**config.mk**
```make
export PLATFORM = sky130hd
export DESIGN_NAME = fan_tach_speed_meter
export DESIGN_NICKNAME = d
export VERILOG_FILES = /design/src/rtl/fts_pkg.sv /design/src/rtl/fan_tach_speed_meter.sv /design/src/rtl/fts_div.sv /design/src/rtl/fts_ctrl.sv /design/src/rtl/fts_datapath.sv
export SDC_FILE = /design/constraint.sdc
export NUM_CORES = 1
export LEC_CHECK = 0
export ABC_AREA = 1
export BUFFER_PORTS_ARGS = -buffer_cell sky130_fd_sc_hd__buf_2
export CAP_MARGIN = 20
export CORE_ASPECT_RATIO = 0.8
export CORE_MARGIN = 2
export CORE_UTILIZATION = 40
export CTS_CLUSTER_DIAMETER = 60
export DETAILED_ROUTE_END_ITERATION = 7
export MAX_ROUTING_LAYER = met4
export PLACE_DENSITY_LB_ADDON = 0.2
export SYNTH_ARGS = -nofsm -noshare
export SYNTH_HDL_FRONTEND = slang
export SYNTH_SLANG_ARGS = --single-unit
```
**constraint.sdc**
```tcl
create_clock -name i_clk -period 4.5 [get_ports i_clk]
set_clock_uncertainty 0.05 [all_clocks]
set_input_delay 0.225 -clock i_clk [delete_from_list [all_inputs] [get_ports i_clk]]
set_output_delay 0.225 -clock i_clk [all_outputs]
set_load 0.02 [all_outputs]
```
**src/rtl/fts_pkg.sv**
```systemverilog
// Shared types and constants for the fan tachometer speed meter.
// Holds the controller state type, the command and status structs and the
// register indexes. Depends on nothing.
`default_nettype none

package fts_pkg;

    // Configuration port geometry.
    localparam int CFG_IDX_W  = 8;
    localparam int CFG_DATA_W = 32;

    // Register indexes on the configuration port.
    localparam logic [CFG_IDX_W-1:0] CFG_SPEED_GAIN    = 8'd0;
    localparam logic [CFG_IDX_W-1:0] CFG_TIMEOUT_TICKS = 8'd1;
    localparam logic [CFG_IDX_W-1:0] CFG_AVG_LEN       = 8'd2;
    localparam logic [CFG_IDX_W-1:0] CFG_WRAP_PERIOD   = 8'd3;

    // Register reset values.
    localparam logic [31:0] RST_SPEED_GAIN    = 32'd0;
    localparam logic [15:0] RST_TIMEOUT_TICKS = 16'd100;
    localparam logic [4:0]  RST_AVG_LEN       = 5'd4;
    localparam logic [15:0] RST_WRAP_PERIOD   = 16'hFFFF;

    // Saturation value of a 16-bit speed.
    localparam logic [15:0] SPEED_SAT = 16'hFFFF;

    // Divider geometry: gain over period.
    localparam int DIV_NUM_W = 32;
    localparam int DIV_DEN_W = 16;

    // Input item codes.
    localparam logic MODE_CAPTURE = 1'b0;
    localparam logic MODE_TICK    = 1'b1;

    // Controller states.
    typedef enum logic [2:0] {
        ST_IDLE,
        ST_EVAL,
        ST_SPD_START,
        ST_SPD_WAIT,
        ST_RING,
        ST_AVG_START,
        ST_AVG_WAIT,
        ST_FINISH
    } t_state;

    // Commands from the controller to the datapath.
    typedef struct packed {
        logic latch;        // capture the accepted input item
        logic eval;         // apply timeout, stamp and period updates
        logic spd_start;    // start gain / period, or saturate on zero period
        logic load_raw;     // take the raw speed from the divider
        logic ring_update;  // insert the raw speed into the ring
        logic avg_start;    // start ring_sum / ring_filled
        logic load_speed;   // take the averaged speed from the divider
        logic load_out;     // move the result into the output register
    } t_cmd;

    // Status from the datapath to the controller.
    typedef struct packed {
        logic measure;      // the held item is a capture that yields a period
        logic period_zero;  // the computed period is zero
        logic div_done;     // the divider finished this cycle
        logic out_free;     // the output register can take a result
    } t_status;

endpackage

`default_nettype wire

```
**src/rtl/fan_tach_speed_meter.sv**
```systemverilog
// Fan tachometer speed meter, top level.
// Input items are tach capture timestamps (mode 0) or 10 ms ticks (mode 1).
// Each item gives exactly one result: averaged speed, last period, an update
// flag and a timed-out flag. A capture after the first one measures the period,
// divides speed_gain by it and feeds the quotient into a moving average.
// A tick or a capture that makes no speed sample goes from evaluation straight
// to the result. A capture with a zero period skips the speed division. A
// measuring capture waits twice on the shared radix-4 divider, first for the
// speed quotient, then for the average quotient.
// One item is in work at a time; the next item is accepted as soon as the
// controller is back in idle, even while the previous result still waits.
// Configuration writes on the cfg channel are always ready and take effect at
// once; write them only while the block is idle.
// Reset (synchronous, active low) restores the register defaults and clears
// the capture state, the timeout counter and the averaging ring.
// A stall on the result channel holds the output register; the block then
// finishes the next item and waits with it until the register is free.
// Depends on fts_pkg, fts_ctrl, fts_datapath and fts_div.
`default_nettype none

module fan_tach_speed_meter #(
    parameter int AVG_DEPTH = 16
) (
    input  wire logic                           i_clk,
    input  wire logic                           i_rst_n,
    // Item input channel.
    input  wire logic                           i_in_valid,
    output logic                                o_in_stall,
    input  wire logic                           i_mode,
    input  wire logic [15:0]                    i_capture_time,
    // Result output channel.
    output logic                                o_out_valid,
    input  wire logic                           i_out_stall,
    output logic [15:0]                         o_speed,
    output logic [15:0]                         o_last_period,
    output logic                                o_speed_updated,
    output logic                                o_timed_out,
    // Configuration write channel.
    input  wire logic                           i_cfg_valid,
    output logic                                o_cfg_ready,
    input  wire logic [fts_pkg::CFG_IDX_W-1:0]  i_cfg_index,
    input  wire logic [fts_pkg::CFG_DATA_W-1:0] i_cfg_data
);

    fts_pkg::t_cmd    cmd;
    fts_pkg::t_status status;
    logic             in_ready;

    fts_ctrl u_ctrl (
        .i_clk      (i_clk),
        .i_rst_n    (i_rst_n),
        .i_in_valid (i_in_valid),
        .i_status   (status),
        .o_cmd      (cmd),
        .o_in_ready (in_ready)
    );

    fts_datapath #(
        .AVG_DEPTH (AVG_DEPTH)
    ) u_datapath (
        .i_clk           (i_clk),
        .i_rst_n         (i_rst_n),
        .i_cmd           (cmd),
        .o_status        (status),
        .i_mode          (i_mode),
        .i_capture_time  (i_capture_time),
        .i_cfg_valid     (i_cfg_valid),
        .i_cfg_index     (i_cfg_index),
        .i_cfg_data      (i_cfg_data),
        .i_out_stall     (i_out_stall),
        .o_out_valid     (o_out_valid),
        .o_speed         (o_speed),
        .o_last_period   (o_last_period),
        .o_speed_updated (o_speed_updated),
        .o_timed_out     (o_timed_out)
    );

    assign o_in_stall  = !in_ready;
    assign o_cfg_ready = 1'b1;

    // A new speed sample never comes with a timeout.
    a_upd_not_timeout: assert property (@(posedge i_clk) disable iff (!i_rst_n)
        (o_out_valid && o_speed_updated) |-> !o_timed_out)
        else $error("speed update reported together with a timeout");

    // A timed-out result reports cleared speed and period.
    a_timeout_cleared: assert property (@(posedge i_clk) disable iff (!i_rst_n)
        (o_out_valid && o_timed_out) |-> (o_speed == 16'd0 && o_last_period == 16'd0))
        else $error("timed-out result carries a stale speed or period");

    // An accepted transaction keeps the input stalled in the next cycle.
    a_busy_after_accept: assert property (@(posedge i_clk) disable iff (!i_rst_n)
        (i_in_valid && !o_in_stall) |=> o_in_stall)
        else $error("input accepted again while an item is in work");

endmodule

`default_nettype wire

```
**src/rtl/fts_div.sv**
```systemverilog
// Iterative unsigned restoring divider, two quotient bits per cycle.
// Used for both the speed quotient and the moving-average quotient.
// Depends on nothing; NUM_W must be even.
`default_nettype none

module fts_div #(
    parameter int NUM_W = 32,
    parameter int DEN_W = 16
) (
    input  wire logic             i_clk,
    input  wire logic             i_rst_n,
    input  wire logic             i_start,
    input  wire logic [NUM_W-1:0] i_num,
    input  wire logic [DEN_W-1:0] i_den,
    output logic                  o_done,
    output logic      [NUM_W-1:0] o_quot
);

    localparam int STEPS = NUM_W / 2;
    localparam int CNT_W = $clog2(STEPS + 1);

    logic [NUM_W-1:0] r_work, n_work;
    logic [DEN_W-1:0] r_rem, n_rem;
    logic [DEN_W-1:0] r_den;
    logic [CNT_W-1:0] r_cnt;
    logic             r_done;

    // Two dependent restoring steps per cycle.
    always_comb begin
        logic [DEN_W:0] sh;
        n_rem  = r_rem;
        n_work = r_work;
        for (int k = 0; k < 2; k++) begin
            sh = {n_rem, n_work[NUM_W-1]};
            if (sh >= {1'b0, r_den}) begin
                sh     = sh - {1'b0, r_den};
                n_work = {n_work[NUM_W-2:0], 1'b1};
            end else begin
                n_work = {n_work[NUM_W-2:0], 1'b0};
            end
            n_rem = sh[DEN_W-1:0];
        end
    end

    // Iteration counter and done pulse.
    always_ff @(posedge i_clk) begin
        if (!i_rst_n) begin
            r_cnt  <= '0;
            r_done <= 1'b0;
        end else begin
            r_done <= 1'b0;
            if (i_start) begin
                r_cnt <= CNT_W'(STEPS);
            end else if (r_cnt != '0) begin
                r_cnt <= r_cnt - 1'b1;
                if (r_cnt == CNT_W'(1)) begin
                    r_done <= 1'b1;
                end
            end
        end
    end

    // Working registers: the numerator shifts out as the quotient shifts in.
    always_ff @(posedge i_clk) begin
        if (i_start) begin
            r_work <= i_num;
            r_rem  <= '0;
            r_den  <= i_den;
        end else if (r_cnt != '0) begin
            r_work <= n_work;
            r_rem  <= n_rem;
        end
    end

    assign o_done = r_done;
    assign o_quot = r_work;

endmodule

`default_nettype wire

```
**src/rtl/fts_ctrl.sv**
```systemverilog
// Controller state machine of the fan tachometer speed meter.
// Sequences each item through evaluation, up to two divisions and the result.
// Depends on fts_pkg.
`default_nettype none

module fts_ctrl (
    input  wire logic             i_clk,
    input  wire logic             i_rst_n,
    input  wire logic             i_in_valid,
    input  wire fts_pkg::t_status i_status,
    output fts_pkg::t_cmd         o_cmd,
    output logic                  o_in_ready
);

    fts_pkg::t_state r_state, n_state;

    // State register.
    always_ff @(posedge i_clk) begin
        if (!i_rst_n) begin
            r_state <= fts_pkg::ST_IDLE;
        end else begin
            r_state <= n_state;
        end
    end

    // Next state and commands.
    always_comb begin
        n_state    = r_state;
        o_cmd      = '0;
        o_in_ready = 1'b0;
        case (r_state)
            fts_pkg::ST_IDLE: begin
                o_in_ready = 1'b1;
                if (i_in_valid) begin
                    o_cmd.latch = 1'b1;
                    n_state     = fts_pkg::ST_EVAL;
                end
            end
            fts_pkg::ST_EVAL: begin
                o_cmd.eval = 1'b1;
                n_state    = i_status.measure ? fts_pkg::ST_SPD_START : fts_pkg::ST_FINISH;
            end
            fts_pkg::ST_SPD_START: begin
                o_cmd.spd_start = 1'b1;
                n_state = i_status.period_zero ? fts_pkg::ST_RING : fts_pkg::ST_SPD_WAIT;
            end
            fts_pkg::ST_SPD_WAIT: begin
                if (i_status.div_done) begin
                    o_cmd.load_raw = 1'b1;
                    n_state        = fts_pkg::ST_RING;
                end
            end
            fts_pkg::ST_RING: begin
                o_cmd.ring_update = 1'b1;
                n_state           = fts_pkg::ST_AVG_START;
            end
            fts_pkg::ST_AVG_START: begin
                o_cmd.avg_start = 1'b1;
                n_state         = fts_pkg::ST_AVG_WAIT;
            end
            fts_pkg::ST_AVG_WAIT: begin
                if (i_status.div_done) begin
                    o_cmd.load_speed = 1'b1;
                    n_state          = fts_pkg::ST_FINISH;
                end
            end
            fts_pkg::ST_FINISH: begin
                if (i_status.out_free) begin
                    o_cmd.load_out = 1'b1;
                    n_state        = fts_pkg::ST_IDLE;
                end
            end
            default: begin
                n_state = fts_pkg::ST_IDLE;
            end
        endcase
    end

endmodule

`default_nettype wire

```
**src/rtl/fts_datapath.sv**
```systemverilog
// Datapath of the fan tachometer speed meter: configuration registers,
// capture state, averaging ring, shared divider and output register.
// Depends on fts_pkg and fts_div.
`default_nettype none

module fts_datapath #(
    parameter int AVG_DEPTH = 16
) (
    input  wire logic                           i_clk,
    input  wire logic                           i_rst_n,
    input  wire fts_pkg::t_cmd                  i_cmd,
    output fts_pkg::t_status                    o_status,
    input  wire logic                           i_mode,
    input  wire logic [15:0]                    i_capture_time,
    input  wire logic                           i_cfg_valid,
    input  wire logic [fts_pkg::CFG_IDX_W-1:0]  i_cfg_index,
    input  wire logic [fts_pkg::CFG_DATA_W-1:0] i_cfg_data,
    input  wire logic                           i_out_stall,
    output logic                                o_out_valid,
    output logic [15:0]                         o_speed,
    output logic [15:0]                         o_last_period,
    output logic                                o_speed_updated,
    output logic                                o_timed_out
);

    localparam int POS_W  = (AVG_DEPTH > 1) ? $clog2(AVG_DEPTH) : 1;
    localparam int FILL_W = $clog2(AVG_DEPTH + 1);
    localparam int SUM_W  = 16 + FILL_W;
    localparam int CMP_W  = ((FILL_W > 5) ? FILL_W : 5) + 1;
    localparam int NUM_W  = fts_pkg::DIV_NUM_W;
    localparam int DEN_W  = fts_pkg::DIV_DEN_W;

    // Configuration registers.
    logic [31:0] r_speed_gain;
    logic [15:0] r_timeout_ticks;
    logic [4:0]  r_avg_len;
    logic [15:0] r_wrap_period;

    // Measurement state.
    logic             r_mode;
    logic [15:0]      r_stamp;
    logic [15:0]      r_prev_stamp;
    logic [1:0]       r_capture_seen;
    logic [15:0]      r_timeout_left;
    logic [15:0]      r_ring [AVG_DEPTH];
    logic [POS_W-1:0] r_ring_pos;
    logic [FILL_W-1:0] r_ring_filled;
    logic [SUM_W-1:0] r_ring_sum;
    logic [15:0]      r_speed;
    logic [15:0]      r_period;
    logic [15:0]      r_raw;
    logic             r_updated;

    // Output register.
    logic        r_out_valid;
    logic [15:0] r_out_speed;
    logic [15:0] r_out_period;
    logic        r_out_updated;
    logic        r_out_timed_out;

    // Combinational helpers.
    logic [15:0]      period_calc;
    logic             clear_now;
    logic [CMP_W-1:0] win;
    logic [CMP_W-1:0] pos_eff;
    logic [CMP_W-1:0] pos_inc;
    logic [CMP_W-1:0] filled_inc;
    logic [POS_W-1:0] ring_idx;
    logic [POS_W-1:0] n_ring_pos;
    logic [FILL_W-1:0] n_ring_filled;
    logic [SUM_W-1:0] n_ring_sum;
    logic             div_start;
    logic [NUM_W-1:0] div_num;
    logic [DEN_W-1:0] div_den;
    logic             div_done;
    logic [NUM_W-1:0] div_quot;
    logic [15:0]      quot_sat;

    // Configuration writes; unknown indexes are ignored.
    always_ff @(posedge i_clk) begin
        if (!i_rst_n) begin
            r_speed_gain    <= fts_pkg::RST_SPEED_GAIN;
            r_timeout_ticks <= fts_pkg::RST_TIMEOUT_TICKS;
            r_avg_len       <= fts_pkg::RST_AVG_LEN;
            r_wrap_period   <= fts_pkg::RST_WRAP_PERIOD;
        end else if (i_cfg_valid) begin
            case (i_cfg_index)
                fts_pkg::CFG_SPEED_GAIN:    r_speed_gain    <= i_cfg_data;
                fts_pkg::CFG_TIMEOUT_TICKS: r_timeout_ticks <= i_cfg_data[15:0];
                fts_pkg::CFG_AVG_LEN:       r_avg_len       <= i_cfg_data[4:0];
                fts_pkg::CFG_WRAP_PERIOD:   r_wrap_period   <= i_cfg_data[15:0];
                default: begin
                end
            endcase
        end
    end

    // Period between captures, with the wrap correction when the new stamp is not above the last one.
    always_comb begin
        period_calc = r_stamp - r_prev_stamp;
        if (r_stamp <= r_prev_stamp) begin
            period_calc = period_calc + r_wrap_period;
        end
    end

    // The measurement is cleared whenever the timeout counter ends at zero.
    assign clear_now = (r_mode == fts_pkg::MODE_TICK) ? (r_timeout_left <= 16'd1)
                                                      : (r_timeout_ticks == 16'd0);

    // Effective window length, ring position and fill count.
    always_comb begin
        if (r_avg_len == 5'd0) begin
            win = CMP_W'(1);
        end else if (CMP_W'(r_avg_len) > CMP_W'(AVG_DEPTH)) begin
            win = CMP_W'(AVG_DEPTH);
        end else begin
            win = CMP_W'(r_avg_len);
        end
        pos_eff       = (CMP_W'(r_ring_pos) >= win) ? '0 : CMP_W'(r_ring_pos);
        pos_inc       = pos_eff + 1'b1;
        filled_inc    = CMP_W'(r_ring_filled) + 1'b1;
        ring_idx      = pos_eff[POS_W-1:0];
        n_ring_pos    = (pos_inc >= win) ? '0 : pos_inc[POS_W-1:0];
        n_ring_filled = (filled_inc > win) ? win[FILL_W-1:0] : filled_inc[FILL_W-1:0];
        n_ring_sum    = r_ring_sum - SUM_W'(r_ring[ring_idx]) + SUM_W'(r_raw);
    end

    // Shared divider: gain over period, then ring sum over fill count.
    assign div_start = (i_cmd.spd_start && (r_period != 16'd0)) || i_cmd.avg_start;
    assign div_num   = i_cmd.avg_start ? NUM_W'(r_ring_sum) : r_speed_gain;
    assign div_den   = i_cmd.avg_start ? DEN_W'(r_ring_filled) : r_period;

    fts_div #(
        .NUM_W (NUM_W),
        .DEN_W (DEN_W)
    ) u_div (
        .i_clk   (i_clk),
        .i_rst_n (i_rst_n),
        .i_start (div_start),
        .i_num   (div_num),
        .i_den   (div_den),
        .o_done  (div_done),
        .o_quot  (div_quot)
    );

    assign quot_sat = (div_quot[NUM_W-1:16] != '0) ? fts_pkg::SPEED_SAT : div_quot[15:0];

    // Input item holding register.
    always_ff @(posedge i_clk) begin
        if (i_cmd.latch) begin
            r_mode  <= i_mode;
            r_stamp <= i_capture_time;
        end
    end

    // Raw speed, zero period saturates.
    always_ff @(posedge i_clk) begin
        if (i_cmd.spd_start && (r_period == 16'd0)) begin
            r_raw <= fts_pkg::SPEED_SAT;
        end else if (i_cmd.load_raw) begin
            r_raw <= quot_sat;
        end
    end

    // Capture state, timeout, averaging ring and speed.
    always_ff @(posedge i_clk) begin
        if (!i_rst_n) begin
            r_prev_stamp   <= '0;
            r_capture_seen <= '0;
            r_timeout_left <= '0;
            r_ring_pos     <= '0;
            r_ring_filled  <= '0;
            r_ring_sum     <= '0;
            r_speed        <= '0;
            r_period       <= '0;
            r_updated      <= 1'b0;
            for (int i = 0; i < AVG_DEPTH; i++) begin
                r_ring[i] <= '0;
            end
        end else if (i_cmd.eval) begin
            r_updated <= 1'b0;
            if (r_mode == fts_pkg::MODE_CAPTURE) begin
                r_timeout_left <= r_timeout_ticks;
                if (r_timeout_ticks != 16'd0) begin
                    r_prev_stamp <= r_stamp;
                    if (r_capture_seen != 2'd0) begin
                        r_capture_seen <= 2'd2;
                        r_period       <= period_calc;
                    end else begin
                        r_capture_seen <= 2'd1;
                    end
                end
            end else if (r_timeout_left != 16'd0) begin
                r_timeout_left <= r_timeout_left - 1'b1;
            end
            if (clear_now) begin
                r_capture_seen <= '0;
                r_ring_pos     <= '0;
                r_ring_filled  <= '0;
                r_ring_sum     <= '0;
                r_speed        <= '0;
                r_period       <= '0;
                for (int i = 0; i < AVG_DEPTH; i++) begin
                    r_ring[i] <= '0;
                end
            end
        end else if (i_cmd.ring_update) begin
            r_ring[ring_idx] <= r_raw;
            r_ring_pos       <= n_ring_pos;
            r_ring_filled    <= n_ring_filled;
            r_ring_sum       <= n_ring_sum;
        end else if (i_cmd.load_speed) begin
            r_speed   <= quot_sat;
            r_updated <= 1'b1;
        end
    end

    // Output register: holds while stalled, takes a new result when free.
    always_ff @(posedge i_clk) begin
        if (!i_rst_n) begin
            r_out_valid <= 1'b0;
        end else if (i_cmd.load_out) begin
            r_out_valid <= 1'b1;
        end else if (!i_out_stall) begin
            r_out_valid <= 1'b0;
        end
    end

    always_ff @(posedge i_clk) begin
        if (i_cmd.load_out) begin
            r_out_speed     <= r_speed;
            r_out_period    <= r_period;
            r_out_updated   <= r_updated;
            r_out_timed_out <= (r_timeout_left == 16'd0);
        end
    end

    // Status to the controller.
    always_comb begin
        o_status.measure     = (r_mode == fts_pkg::MODE_CAPTURE) &&
                               (r_timeout_ticks != 16'd0) && (r_capture_seen != 2'd0);
        o_status.period_zero = (r_period == 16'd0);
        o_status.div_done    = div_done;
        o_status.out_free    = !r_out_valid || !i_out_stall;
    end

    assign o_out_valid     = r_out_valid;
    assign o_speed         = r_out_speed;
    assign o_last_period   = r_out_period;
    assign o_speed_updated = r_out_updated;
    assign o_timed_out     = r_out_timed_out;

    // The fill count never exceeds the ring depth.
    a_fill_bound: assert property (@(posedge i_clk) disable iff (!i_rst_n)
        CMP_W'(r_ring_filled) <= CMP_W'(AVG_DEPTH))
        else $error("ring fill count exceeds the ring depth");

    // A nonzero fill count implies that two or more captures were seen.
    a_fill_seen: assert property (@(posedge i_clk) disable iff (!i_rst_n)
        (r_ring_filled != '0) |-> (r_capture_seen == 2'd2))
        else $error("ring holds samples without a measured period");

endmodule

`default_nettype wire

```
==> metrics <==
status complete, but fails checks; failing checks negative setup slack; vias around 25000; Core Rows 89; worst reg2reg endpoint u_datapath.r_ring_sum[17]; first-pass GRT wire length 137000 um; routed len/inst approximately 18 um; crit path max-delay cell type fa_1; post-route ant nets 0; library cells used by synthesis 54; FF-to-FF Start u_datapath.r_avg_len[3]; Mapped Cells approximately 3600; placed cell count 4689; Worst-path clk slew about 0.07 ns; crit-path most repeated cell nand2_1; CTS root buffer clkbuf_16; Die Height ~250 um; TritonCTS clock tree done; Die ar. 76300 sq um; Setup CP Type reg2reg; wirelength, routed roughly 90000 um; layout net count just over 4000; unrepaired setup endpoints after global routing true; element type at the critical path end flop; Detailed Routing Iterations Pass 1 6; layout cells sized above 1 0.177; Yosys reg bits ~560; Worst Setup Start Kind flop; post-synthesis net count around 3800; CP required a little under 5 ns; GPL Wtd Cong 0.940; Pwr per Cell Area 832 nW/um^2; clk_lat worst skew about 0.66 ns; setup slack after layout -0.317 ns; Final Cycle Share 1.07; CTS Buffer Depth 3; CTS Sinks about 560; initial antenna violation count 2; Final Critical Period about 4.8 ns; Static Leak approximately 16 nW; Initial Utilization 0.403; syn_area_per_cell 8.22 sq um; GRT Residual Overflow 0; max-slew violation count 0; Setup crit end u_datapath.r_ring_sum[17]; largest net degree at the start of global routing between 100 and 150; worst slack, placed -0.573 ns; top cell type's share of synthesized area 0.360; register area share after synthesis 0.500; Hold/Removal Path Class in2reg; fmax roughly 210 MHz; EDFF count, synth 355; Final Instance Area around 37000 sq um; post-synth top area cell edfxtp_1; top post-synthesis cells by area edfxtp_1 36%, dfxtp_1 14%, nand2_1 10%, nor2_1 7.7%, ha_1 4.6%; total core area about 73000 sq um; Area Growth Syn to Fin 23.4%; Syn. warnings 0; Main synth FF type edfxtp_1; Initial DRC Count between 2000 and 2500; commonest cells after routing, fill and taps aside 749 x nand2_1, 582 x nor2_1, 355 x edfxtp_1; relative slew slack 0.288; Post-DP Area 32300 sq um; Synth async-reset ratio 0; Fin Hold WS ~0.043 ns; r2r setup slk -0.32 ns; Final Hold Viols 0; # H-tree levels 2; final setup fails 18; Worst Path Max Fanout 8; crit path DAT around 5.2 ns; VDD IR max between 0.0005 and 0.0006 V; Non-Filler Instances just under 5000; PortBufs 97; Die X-Extent between 300 and 400 um; drt drc 0; DP HPWL 62100 um; vias in the first global route between 20000 and 25000; CP startpoint u_datapath.r_avg_len[3]; max-cap viol count 0; drt via density around 5.2; post-synth design cell area about 30000 sq um; Tot GR Track Use 0.238; max incr delay on CP between 0.4 and 0.5 ns; CTS Buf Count between 60 and 70; # IOs 99; worst-case reg-to-reg path depth 29; Least-Margin Pin Slew around 1.1 ns; commonest non-fill, non-tap cell in the layout nand2_1
==> metal layers <==
metal  part of all wire  vias up  routed length (um)  track usage
li1                   -    12500                   -            -
met1               0.48    11900               43700        0.348
met2               0.42      718               38200        0.336
met3              0.078      103                7020       0.0484
met4              0.017        0                1500       0.0548
met5                  0        -                   0            -
==> cell families (layout without fill, tap and decap cells) <==
family / after synthesis / after routing / share of synthesized area
AOI/OAI and AO/OA: 588 / 588 / 0.106
xor gates and xnor gates: 51 / 51 / 0.0151
adders and majority gates: 128 / 128 / 0.0591
buffers and inverters: 497 / 833 / 0.0674
DFF: 563 / 563 / 0.500
other: 1 / 2 / 0.000127
and+or+nand+nor: 1779 / 1779 / 0.252
==> cells in the mapped netlist, types with 5 or more instances <==
| cell | count |
|---|---|
| a21boi_0 | 5 |
| edfxtp_1 | 355 |
| nand2_2 | 30 |
| o21ai_1 | 32 |
| nand2_1 | 814 |
| nor3_1 | 14 |
| clkbuf_1 | 95 |
| dfxtp_1 | 208 |
| inv_2 | 15 |
| o21ai_0 | 270 |
| fa_1 | 20 |
| buf_6 | 5 |
| inv_1 | 298 |
| xor2_1 | 30 |
| ha_1 | 108 |
| a21oi_1 | 198 |
| nor2_1 | 609 |
| nand3_1 | 194 |
| a31oi_1 | 23 |
| buf_2 | 45 |
| nor2_2 | 6 |
| xnor2_1 | 21 |
| nand3b_1 | 24 |
| o211ai_1 | 36 |
| o21a_1 | 5 |
| nand4_1 | 43 |
| nor4_1 | 13 |
| clkinv_1 | 19 |
| buf_4 | 10 |
| buf_1 | 10 |
| or2_2 | 11 |
| a21o_1 | 8 |
==> area by class of cell <==
| class | count | area, sq um |
|---|---|---|
| Antenna cell | 1 | 2.50 |
| Clock buffer | 69 | 1620 |
| Clock inverter | 47 | 571 |
| Fill cell | 7118 | 36900 |
| Inverter | 332 | 1250 |
| Multi-Input combinational cell | 2547 | 13800 |
| Sequential cell | 563 | 14800 |
| Tap cell | 955 | 1190 |
| Timing Repair Buffer | 385 | 3300 |
==> how the worst min path moves through the flow <==
stage | startpoint | end | slack, ns | cells after the start
after detailed placement | i_capture_time[5] | u_datapath.r_stamp[5] | 0.35 | 1
after CTS | i_in_valid | u_ctrl.r_state[2] | 0.01 | 5
after global placement | i_capture_time[12] | u_datapath.r_stamp[12] | 0.35 | 1
after floorplan | i_mode | u_datapath.r_mode | 0.27 | 0
after global routing | i_in_valid | u_ctrl.r_state[2] | 0.05 | 5
final | i_in_valid | u_ctrl.r_state[2] | 0.04 | 5
==> where the power goes <==
| part | switching, W | leakage, nW | internal, W | total [W] |
|---|---|---|---|---|
| combinational | 0.0104 | 9.61 | 0.00736 | 0.0177 |
| sequential | 0.000521 | 5.31 | 0.00669 | 0.00721 |
| clock | 0.00225 | 1.08 | 0.00324 | 0.00548 |
==> critical path, delay by kind of cell (launching register included) <==
family	cells	cell delay, ns
compound gates	5	0.60
fa+ha+maj	3	1.07
buf+inv	5	0.71
flops	1	0.33
simple gates	16	1.87
==> timing repair <==
item / in CTS / in global routing
setup buffers: 24 / 14
endpoints found under the setup margin: 18 / 20
hold buffers: 50 / 0
hold endpoints to repair: 102 / 0
pin swaps: 75 / 48
gates cloned: 4 / 5
resized for setup: 207 / 112
==> metrics by stage <==
stage | TNS, ns | utilization | power [W]
after floorplan | 0 | - | 0.0168
after global placement | -7.25 | 0.439 | 0.0215
after detailed placement | -7.87 | 0.439 | 0.0216
after CTS | -1.82 | 0.489 | 0.0293
after global routing | -8.02 | 0.498 | 0.0326
final | -3.95 | 0.498 | 0.0304
==> registers in the layout (all words and copies together), names as in the netlist, 21 cells and up <==
| name | flops |
|---|---|
| u_datapath.r_ring_sum | 21 |
| u_datapath.r_speed_gain | 32 |
| u_datapath.u_div.o_quot | 32 |
| u_datapath.r_ring | 256 |
Power figures use the tool's default switching activity.
